===== src/rtl/core/utf8s_pkg.sv =====
// Shared types, constants and byte classification functions for the UTF-8 splitter.
package utf8s_pkg;

   localparam int unsigned BYTE_W   = 8;
   localparam int unsigned HELD_W   = 40;
   localparam int unsigned CHAR_W   = 48;
   localparam int unsigned LEN_W    = 3;

   localparam logic [7:0] ASCII_TOP    = 8'h80;
   localparam logic [7:0] LEAD2_LOW    = 8'hc2;
   localparam logic [7:0] LEAD3_LOW    = 8'he0;
   localparam logic [7:0] LEAD4_LOW    = 8'hf0;
   localparam logic [7:0] LEAD5_LOW    = 8'hf8;
   localparam logic [7:0] LEAD6_LOW    = 8'hfc;
   localparam logic [7:0] LEAD_TOP     = 8'hfe;
   localparam logic [7:0] CONT_MASK    = 8'hc0;
   localparam logic [7:0] CONT_TAG     = 8'h80;
   localparam logic [7:0] FLOOR_LEAD3  = 8'ha0;
   localparam logic [7:0] FLOOR_LEAD4  = 8'h90;
   localparam logic [7:0] FLOOR_LEAD5  = 8'h88;
   localparam logic [7:0] FLOOR_LEAD6  = 8'h84;
   localparam logic [7:0] FLOOR_PLAIN  = 8'h80;
   localparam logic [LEN_W-1:0] MAX_LEN = 3'd6;

   // Splitter state between bytes of one string.
   typedef struct packed {
      logic [HELD_W-1:0] held_bytes;
      logic [LEN_W-1:0]  expected_length;
      logic [LEN_W-1:0]  bytes_taken;
      logic              halted;
   } state_type;

   // One result item.
   typedef struct packed {
      logic              char_valid;
      logic [CHAR_W-1:0] char_bytes;
      logic [LEN_W-1:0]  char_length;
      logic              stopped;
      logic              string_end;
   } result_type;

   // Character length announced by a lead byte; zero for an illegal lead.
   function automatic logic [LEN_W-1:0] lead_length(input logic [BYTE_W-1:0] b);
      logic [LEN_W-1:0] n;
      priority if (b < ASCII_TOP) n = 3'd1;
      else if (b < LEAD2_LOW)     n = 3'd0;
      else if (b < LEAD3_LOW)     n = 3'd2;
      else if (b < LEAD4_LOW)     n = 3'd3;
      else if (b < LEAD5_LOW)     n = 3'd4;
      else if (b < LEAD6_LOW)     n = 3'd5;
      else if (b < LEAD_TOP)      n = 3'd6;
      else                        n = 3'd0;
      return n;
   endfunction

   // Lowest second byte allowed after a lead, which rules out overlong forms.
   function automatic logic [BYTE_W-1:0] second_floor(input logic [BYTE_W-1:0] lead);
      logic [BYTE_W-1:0] f;
      unique case (lead)
         LEAD3_LOW: f = FLOOR_LEAD3;
         LEAD4_LOW: f = FLOOR_LEAD4;
         LEAD5_LOW: f = FLOOR_LEAD5;
         LEAD6_LOW: f = FLOOR_LEAD6;
         default:   f = FLOOR_PLAIN;
      endcase
      return f;
   endfunction

endpackage


===== src/rtl/core/utf8s_if.sv =====
// Request and response channel interfaces of the UTF-8 splitter.
interface utf8s_req_if;
   logic       valid;
   logic       ready;
   logic [7:0] data_byte;
   logic       last_byte;

   modport source (output valid, output data_byte, output last_byte, input ready);
   modport sink   (input valid, input data_byte, input last_byte, output ready);
endinterface

interface utf8s_rsp_if;
   logic        valid;
   logic        ready;
   logic        char_valid;
   logic [47:0] char_bytes;
   logic [2:0]  char_length;
   logic        stopped;
   logic        string_end;

   modport source (output valid, output char_valid, output char_bytes, output char_length,
                   output stopped, output string_end, input ready);
   modport sink   (input valid, input char_valid, input char_bytes, input char_length,
                   input stopped, input string_end, output ready);
endinterface


===== src/rtl/core/utf8s_decode.sv =====
// Per-byte decision logic: next splitter state and the result for one byte.
module utf8s_decode (
   input  utf8s_pkg::state_type  state,
   input  logic [7:0]            data_byte,
   input  logic                  last_byte,
   output utf8s_pkg::state_type  state_next,
   output utf8s_pkg::result_type result
);
   import utf8s_pkg::*;

   logic [LEN_W-1:0]  lead_len;
   logic              cont_ok;
   logic              open_bad;
   logic [CHAR_W-1:0] merged;

   assign lead_len = lead_length(data_byte);
   assign cont_ok  = ((data_byte & CONT_MASK) == CONT_TAG) &&
                     !((state.bytes_taken == 3'd1) &&
                       (data_byte < second_floor(state.held_bytes[BYTE_W-1:0])));
   assign open_bad = !cont_ok || (state.bytes_taken == 3'd0) ||
                     (state.bytes_taken >= state.expected_length) ||
                     (state.expected_length > MAX_LEN);
   // The new byte lands above the bytes already held.
   assign merged   = {8'b0, state.held_bytes} |
                     ({40'b0, data_byte} << {state.bytes_taken, 3'b000});

   always_comb begin
      state_next        = state;
      result            = '0;
      result.string_end = last_byte;
      if (!state.halted) begin
         if (state.expected_length == 3'd0) begin
            if (lead_len == 3'd1) begin
               result.char_valid  = 1'b1;
               result.char_bytes  = {40'b0, data_byte};
               result.char_length = 3'd1;
            end else if (lead_len == 3'd0) begin
               state_next.halted = 1'b1;
            end else begin
               state_next.held_bytes      = {32'b0, data_byte};
               state_next.bytes_taken     = 3'd1;
               state_next.expected_length = lead_len;
            end
         end else if (open_bad) begin
            state_next = '0;
            state_next.halted = 1'b1;
         end else if (state.bytes_taken + 3'd1 == state.expected_length) begin
            result.char_valid  = 1'b1;
            result.char_bytes  = merged;
            result.char_length = state.expected_length;
            state_next         = '0;
         end else begin
            state_next.held_bytes  = merged[HELD_W-1:0];
            state_next.bytes_taken = state.bytes_taken + 3'd1;
         end
         // A string that ends inside a character stops on its final byte.
         if (!state_next.halted && last_byte && (state_next.expected_length != 3'd0)) begin
            state_next.halted = 1'b1;
         end
      end
      result.stopped = state_next.halted;
      if (last_byte) begin
         state_next = '0;
      end
   end

endmodule


===== src/rtl/core/utf8_character_splitter.sv =====
// Top level of the UTF-8 character splitter with its output register.
//
// The request channel carries one byte of a string per request, with
// last_byte set on the final byte. Every request gives exactly one response:
// char_valid with the completed character (first byte in bits 7:0) and its
// length, or no character while one is still being gathered. Once a bad byte
// or a string ending inside a character is seen, stopped stays high for the
// rest of that string; string_end echoes last_byte and clears all state.
//
// The response register is loaded in the same cycle the request is taken. One
// request is taken every cycle unless the receiver stalls: the decision is a few
// compares against the held lead byte, done between the splitter state and the
// response register. Requests stay open while a response waits, as long as that
// response is taken in the same cycle. When the receiver stalls, the response
// register holds and req_ch.ready drops. Synchronous reset clears the splitter
// state and empties the response register; no response is pending after reset.
module utf8_character_splitter (
   input  logic          clock,
   input  logic          reset,
   utf8s_req_if.sink     req_ch,
   utf8s_rsp_if.source   rsp_ch
);
   import utf8s_pkg::*;

   state_type  state_ff;
   state_type  state_in;
   result_type result_in;
   result_type result_ff;
   logic       rsp_valid_ff;
   logic       rsp_valid_in;
   logic       req_take;

   assign req_ch.ready = !rsp_valid_ff || rsp_ch.ready;
   assign req_take     = req_ch.valid && req_ch.ready;

   utf8s_decode u_decode (
      .state      (state_ff),
      .data_byte  (req_ch.data_byte),
      .last_byte  (req_ch.last_byte),
      .state_next (state_in),
      .result     (result_in)
   );

   always_comb begin
      rsp_valid_in = rsp_valid_ff;
      if (req_take) begin
         rsp_valid_in = 1'b1;
      end else if (rsp_ch.ready) begin
         rsp_valid_in = 1'b0;
      end
   end

   always_ff @(posedge clock) begin
      if (reset) begin
         state_ff     <= '0;
         rsp_valid_ff <= 1'b0;
      end else begin
         rsp_valid_ff <= rsp_valid_in;
         if (req_take) begin
            state_ff <= state_in;
         end
      end
   end

   always_ff @(posedge clock) begin
      if (req_take) begin
         result_ff <= result_in;
      end
   end

   assign rsp_ch.valid       = rsp_valid_ff;
   assign rsp_ch.char_valid  = result_ff.char_valid;
   assign rsp_ch.char_bytes  = result_ff.char_bytes;
   assign rsp_ch.char_length = result_ff.char_length;
   assign rsp_ch.stopped     = result_ff.stopped;
   assign rsp_ch.string_end  = result_ff.string_end;

`ifndef NO_ASSERTIONS
   // An open character always has at least its lead byte and is not yet full.
   a_open_char: assert property (@(posedge clock) disable iff (reset)
      (state_ff.expected_length != 3'd0) |->
         ((state_ff.bytes_taken != 3'd0) &&
          (state_ff.bytes_taken < state_ff.expected_length) && !state_ff.halted))
      else $error("open character bookkeeping out of range");

   // The final byte of a string leaves the splitter clean for the next string.
   a_end_clears: assert property (@(posedge clock) disable iff (reset)
      (req_take && req_ch.last_byte) |=> (state_ff == '0))
      else $error("state not cleared after end of string");

   // A completed character has a length and never comes with stopped.
   a_char_shape: assert property (@(posedge clock) disable iff (reset)
      (rsp_valid_ff && rsp_ch.char_valid) |->
         ((rsp_ch.char_length != 3'd0) && !rsp_ch.stopped))
      else $error("completed character with bad length or stop flag");

   // Without a character the response carries no bytes and no length.
   a_no_char_empty: assert property (@(posedge clock) disable iff (reset)
      (rsp_valid_ff && !rsp_ch.char_valid) |->
         ((rsp_ch.char_bytes == '0) && (rsp_ch.char_length == 3'd0)))
      else $error("character bytes present without a character");
`endif

endmodule

===== src/flat_wrapper.sv =====
// flat-port wrapper written by rule: the top's interface ports become plain ports
module utf8_character_splitter_flat import utf8s_pkg::*;
  (clock, reset, req_ch_valid, req_ch_data_byte, req_ch_last_byte, req_ch_ready, rsp_ch_valid, rsp_ch_char_valid, rsp_ch_char_bytes, rsp_ch_char_length, rsp_ch_stopped, rsp_ch_string_end, rsp_ch_ready);
  utf8s_req_if req_ch_i ();
  utf8s_rsp_if rsp_ch_i ();
  input  logic clock;
  input  logic reset;
  input wire logic [$bits(req_ch_i.valid)-1:0] req_ch_valid;
  input wire logic [$bits(req_ch_i.data_byte)-1:0] req_ch_data_byte;
  input wire logic [$bits(req_ch_i.last_byte)-1:0] req_ch_last_byte;
  output wire logic [$bits(req_ch_i.ready)-1:0] req_ch_ready;
  output wire logic [$bits(rsp_ch_i.valid)-1:0] rsp_ch_valid;
  output wire logic [$bits(rsp_ch_i.char_valid)-1:0] rsp_ch_char_valid;
  output wire logic [$bits(rsp_ch_i.char_bytes)-1:0] rsp_ch_char_bytes;
  output wire logic [$bits(rsp_ch_i.char_length)-1:0] rsp_ch_char_length;
  output wire logic [$bits(rsp_ch_i.stopped)-1:0] rsp_ch_stopped;
  output wire logic [$bits(rsp_ch_i.string_end)-1:0] rsp_ch_string_end;
  input wire logic [$bits(rsp_ch_i.ready)-1:0] rsp_ch_ready;
  assign req_ch_i.valid = req_ch_valid;
  assign req_ch_i.data_byte = req_ch_data_byte;
  assign req_ch_i.last_byte = req_ch_last_byte;
  assign req_ch_ready = req_ch_i.ready;
  assign rsp_ch_valid = rsp_ch_i.valid;
  assign rsp_ch_char_valid = rsp_ch_i.char_valid;
  assign rsp_ch_char_bytes = rsp_ch_i.char_bytes;
  assign rsp_ch_char_length = rsp_ch_i.char_length;
  assign rsp_ch_stopped = rsp_ch_i.stopped;
  assign rsp_ch_string_end = rsp_ch_i.string_end;
  assign rsp_ch_i.ready = rsp_ch_ready;
  utf8_character_splitter u_core (.clock(clock), .reset(reset), .req_ch(req_ch_i), .rsp_ch(rsp_ch_i));
endmodule

===== config.mk =====
export PLATFORM = sky130hd
export DESIGN_NAME = utf8_character_splitter_flat
export DESIGN_NICKNAME = d
export VERILOG_FILES = /design/src/rtl/core/utf8s_pkg.sv /design/src/rtl/core/utf8s_if.sv /design/src/rtl/core/utf8s_decode.sv /design/src/rtl/core/utf8_character_splitter.sv /design/src/flat_wrapper.sv
export SDC_FILE = /design/constraint.sdc
export NUM_CORES = 1
export LEC_CHECK = 0
export ABC_CLOCK_PERIOD_IN_PS = 6200
export BUFFER_PORTS_ARGS = -buffer_cell sky130_fd_sc_hd__clkbuf_2
export CORE_ASPECT_RATIO = 0.8
export CORE_UTILIZATION = 63
export CTS_CLUSTER_DIAMETER = 40
export DETAILED_ROUTE_END_ITERATION = 8
export PLACE_DENSITY = 0.89
export SLEW_MARGIN = 20
export SYNTH_ARGS = -nofsm -noshare
export SYNTH_HDL_FRONTEND = slang
export SYNTH_HIERARCHICAL = 1
export SYNTH_SLANG_ARGS = --single-unit

===== constraint.sdc =====
create_clock -name clock -period 6.2 [get_ports clock]
set_input_delay 1.24 -clock clock [delete_from_list [all_inputs] [get_ports clock]]
set_output_delay 1.24 -clock clock [all_outputs]
set_load 0.02 [all_outputs]

==> metrics <==
Root Driver clkbuf_8; Total Die Area 9020 um^2; CP max stage cell nand2b_4; Syn Std Cell Area between 5000 and 6000 um^2; fin crit period 3.64 ns; Synth warnings 6; CTS Buf Count 9; number of I/O port buffers 68; CTS sink cnt between 100 and 150; core area between 8000 and 9000 um^2; VDD IR max 0.125 mV; num ports ~70; H-tree Lvls 3; most frequent cells in the layout a21oi_1, clkbuf_2, edfxtp_1; critical path launch point type input port; CP cell instances clkbuf_2 > nand2b_4 > clkbuf_2; Post-synth EDFFs 54; clk slew on worst S/H paths 0.10 ns; syn_nets 570; Max-slew headroom 24.9%; post-DR wirelength/cell 19.0 um; Seq/Total Area, Yosys 47.5%; Fillers 607; vias in the first global route 4021; Vert. Die Dim 85.1 um; slowest stage delay, CP around 0.76 ns; Rows 29; GRT Overall Usage 29.6%; syn avg cell area 9.93 um^2; antenna violations before repair 0; Req. time, crit path 4.96 ns; Buf/Inv on CP 2; main combinational cell family by area after synthesis compound AO/OA/AOI/OAI gates; largest net degree at the start of global routing 98; GRT Residual Overflow 0; commonest non-fill, non-tap cell in the layout a21oi_1; WHS 0.603 ns; first-pass GRT wire length 20500 um; # DRC 0; Slew Limit Fails 0; Final Hold Viols 0; Post-synth ARST share 0%; DR vias 4550; Post-CTS Setup Bufs 0; CP Class input port to primary output; ant diodes 0; Nets 599; setup_tns 0 ns; Synth Flop Type edfxtp_1; adder-cell share of the synthesized area around 2.1%; Routed WL 13100 um; Final HPWL DP 8040 um; clk_lat worst skew 0.38 ns; Synth-to-Final Area Change 6.83%; gpl congestion 0.870; top post-synthesis cells by area edfxtp_1, dfxtp_1, a21bo_1; PwrDens 222 nW/um^2; ANT nets after route 0; Die Wd 106 um; Synth Area in Compound Gates 27.6%; Synth Area in Simple Gates 15.8%; Synth area leader edfxtp_1; post-synthesis mux area share 0%; nature of the critical path endpoint primary output; Hold WC Path Type flop to flop; Setup violations, final 0; Pleak between 1.5 and 2 nW; PostCTS Resize Cnt 0; FF+latch count, synth approximately 100; CP Max Fanout 97; TritonCTS clock tree built; worst slew pin tran 1.12 ns; XOR/XNOR share of the synthesized area 0.598%; number of vias per cell 6.59; Max Fclk about 280 MHz; most used cell, CP clkbuf_2; drt pass-1 iters 6; Top delay family on crit path simple AND/OR/NAND/NOR gates; cts hold-fix bufs 0; Starting Density 66.7%; Synth cell types 55; CP arrival 2.40 ns; layout cell share with drive strength beyond 1 18.0%; clk_skew 0.0163 ns; top cell type's share of synthesized area between 20% and 30%; crit share post-route about three fifths; Cells after Synth around 550; initial drt markers 579; RSZ-0062 raised after global routing no; outcome completed; # Max-Cap Violations 0; Clock Path Buffers 2
-- state kept, by name, summed over array words and instances, names as in the netlist --
| register | flops |
|---|---|
| u_core/rsp_ch.char_bytes | 48 |
| u_core/rsp_ch.char_length | 3 |
| u_core/rsp_ch.char_valid | 1 |
| u_core/rsp_ch.stopped | 1 |
| u_core/rsp_ch.string_end | 1 |
| u_core/rsp_ch.valid | 1 |
| u_core/state_ff | 47 |
-- report_power, final --
part,leakage [nW],internal (mW),switching [mW],total [mW]
combinational,0.963,0.0353,0.113,0.149
clock,0.0863,0.153,0.246,0.399
sequential,0.929,0.733,0.00883,0.742
-- kinds of logic (layout without fill, tap and decap cells) --
group / after synthesis / count (layout)
buffers and inverters: 62 / 96
other: 1 / 1
AOI/OAI and AO/OA: 205 / 205
adders and majority gates: 9 / 9
DFF: 102 / 102
xor gates and xnor gates: 2 / 2
and+or+nand+nor: 167 / 167
-- through the flow --
stage | total power [mW] | utilization, % | instance area, um^2 | cells | setup slack, ns
after floorplan | 0.869 | - | 5440 | 548 | 2.75
after global placement | 0.898 | 68.9 | 5620 | 674 | 2.40
after detailed placement | 0.903 | 68.9 | 5620 | 674 | 2.28
after CTS | 1.29 | 71.1 | 5810 | 690 | 2.55
after global routing | 1.34 | 71.2 | 5810 | 690 | 2.44
final | 1.29 | 71.2 | 5810 | 690 | 2.56
-- tightest hold or removal path, delay by kind of cell, from the launching register on --
family	cells	cell delay, ns
flops	1	0.34
compound gates	2	0.23
-- cell type report --
| cell class | count | area [um^2] | share of cell area (%) |
|---|---|---|---|
| tap | 108 | 135 | 2.32 |
| clock buffer | 10 | 128 | 2.20 |
| sequential | 102 | 2580 | 44.4 |
| clock inverter | 6 | 57.6 | 0.990 |
| timing repair buffer | 70 | 355 | 6.11 |
| inverter | 10 | 37.5 | 0.646 |
| multi-input combinational | 384 | 2520 | 43.3 |
-- worst paths after layout --
check                           start                  end  slack, ns  depth (start not counted)
setup / recovery         rsp_ch_ready         req_ch_ready       2.56                          3
hold / removal    u_core/state_ff[21]  u_core/state_ff[21]       0.60                          2
hold reg to reg   u_core/state_ff[21]  u_core/state_ff[21]       0.60                          2
setup reg to reg   u_core/state_ff[7]  u_core/state_ff[16]       2.66                         12
-- synth_stat cells, types with 4 or more instances --
master     number
a21oi_1        81
nor2_1         52
clkbuf_1       21
inv_1           9
nor3_1         11
o2bb2ai_1      28
and2_1         14
buf_2          12
a32o_1          7
nand2_1        16
a22oi_1        10
edfxtp_1       54
o21ai_0         8
buf_1           4
a21oi_2         7
nand3_1        52
dfxtp_1        48
ha_1            9
a21bo_1        47
buf_6          12
-- per-layer routing --
layer / global-route usage (%) / wire length [um]
met1: 39.4 / 5470
met2: 46.1 / 5970
met3: 7.60 / 1320
met4: 13.0 / 378
met5: 0 / 0
Note: power is estimated with default switching activity, not from simulation.
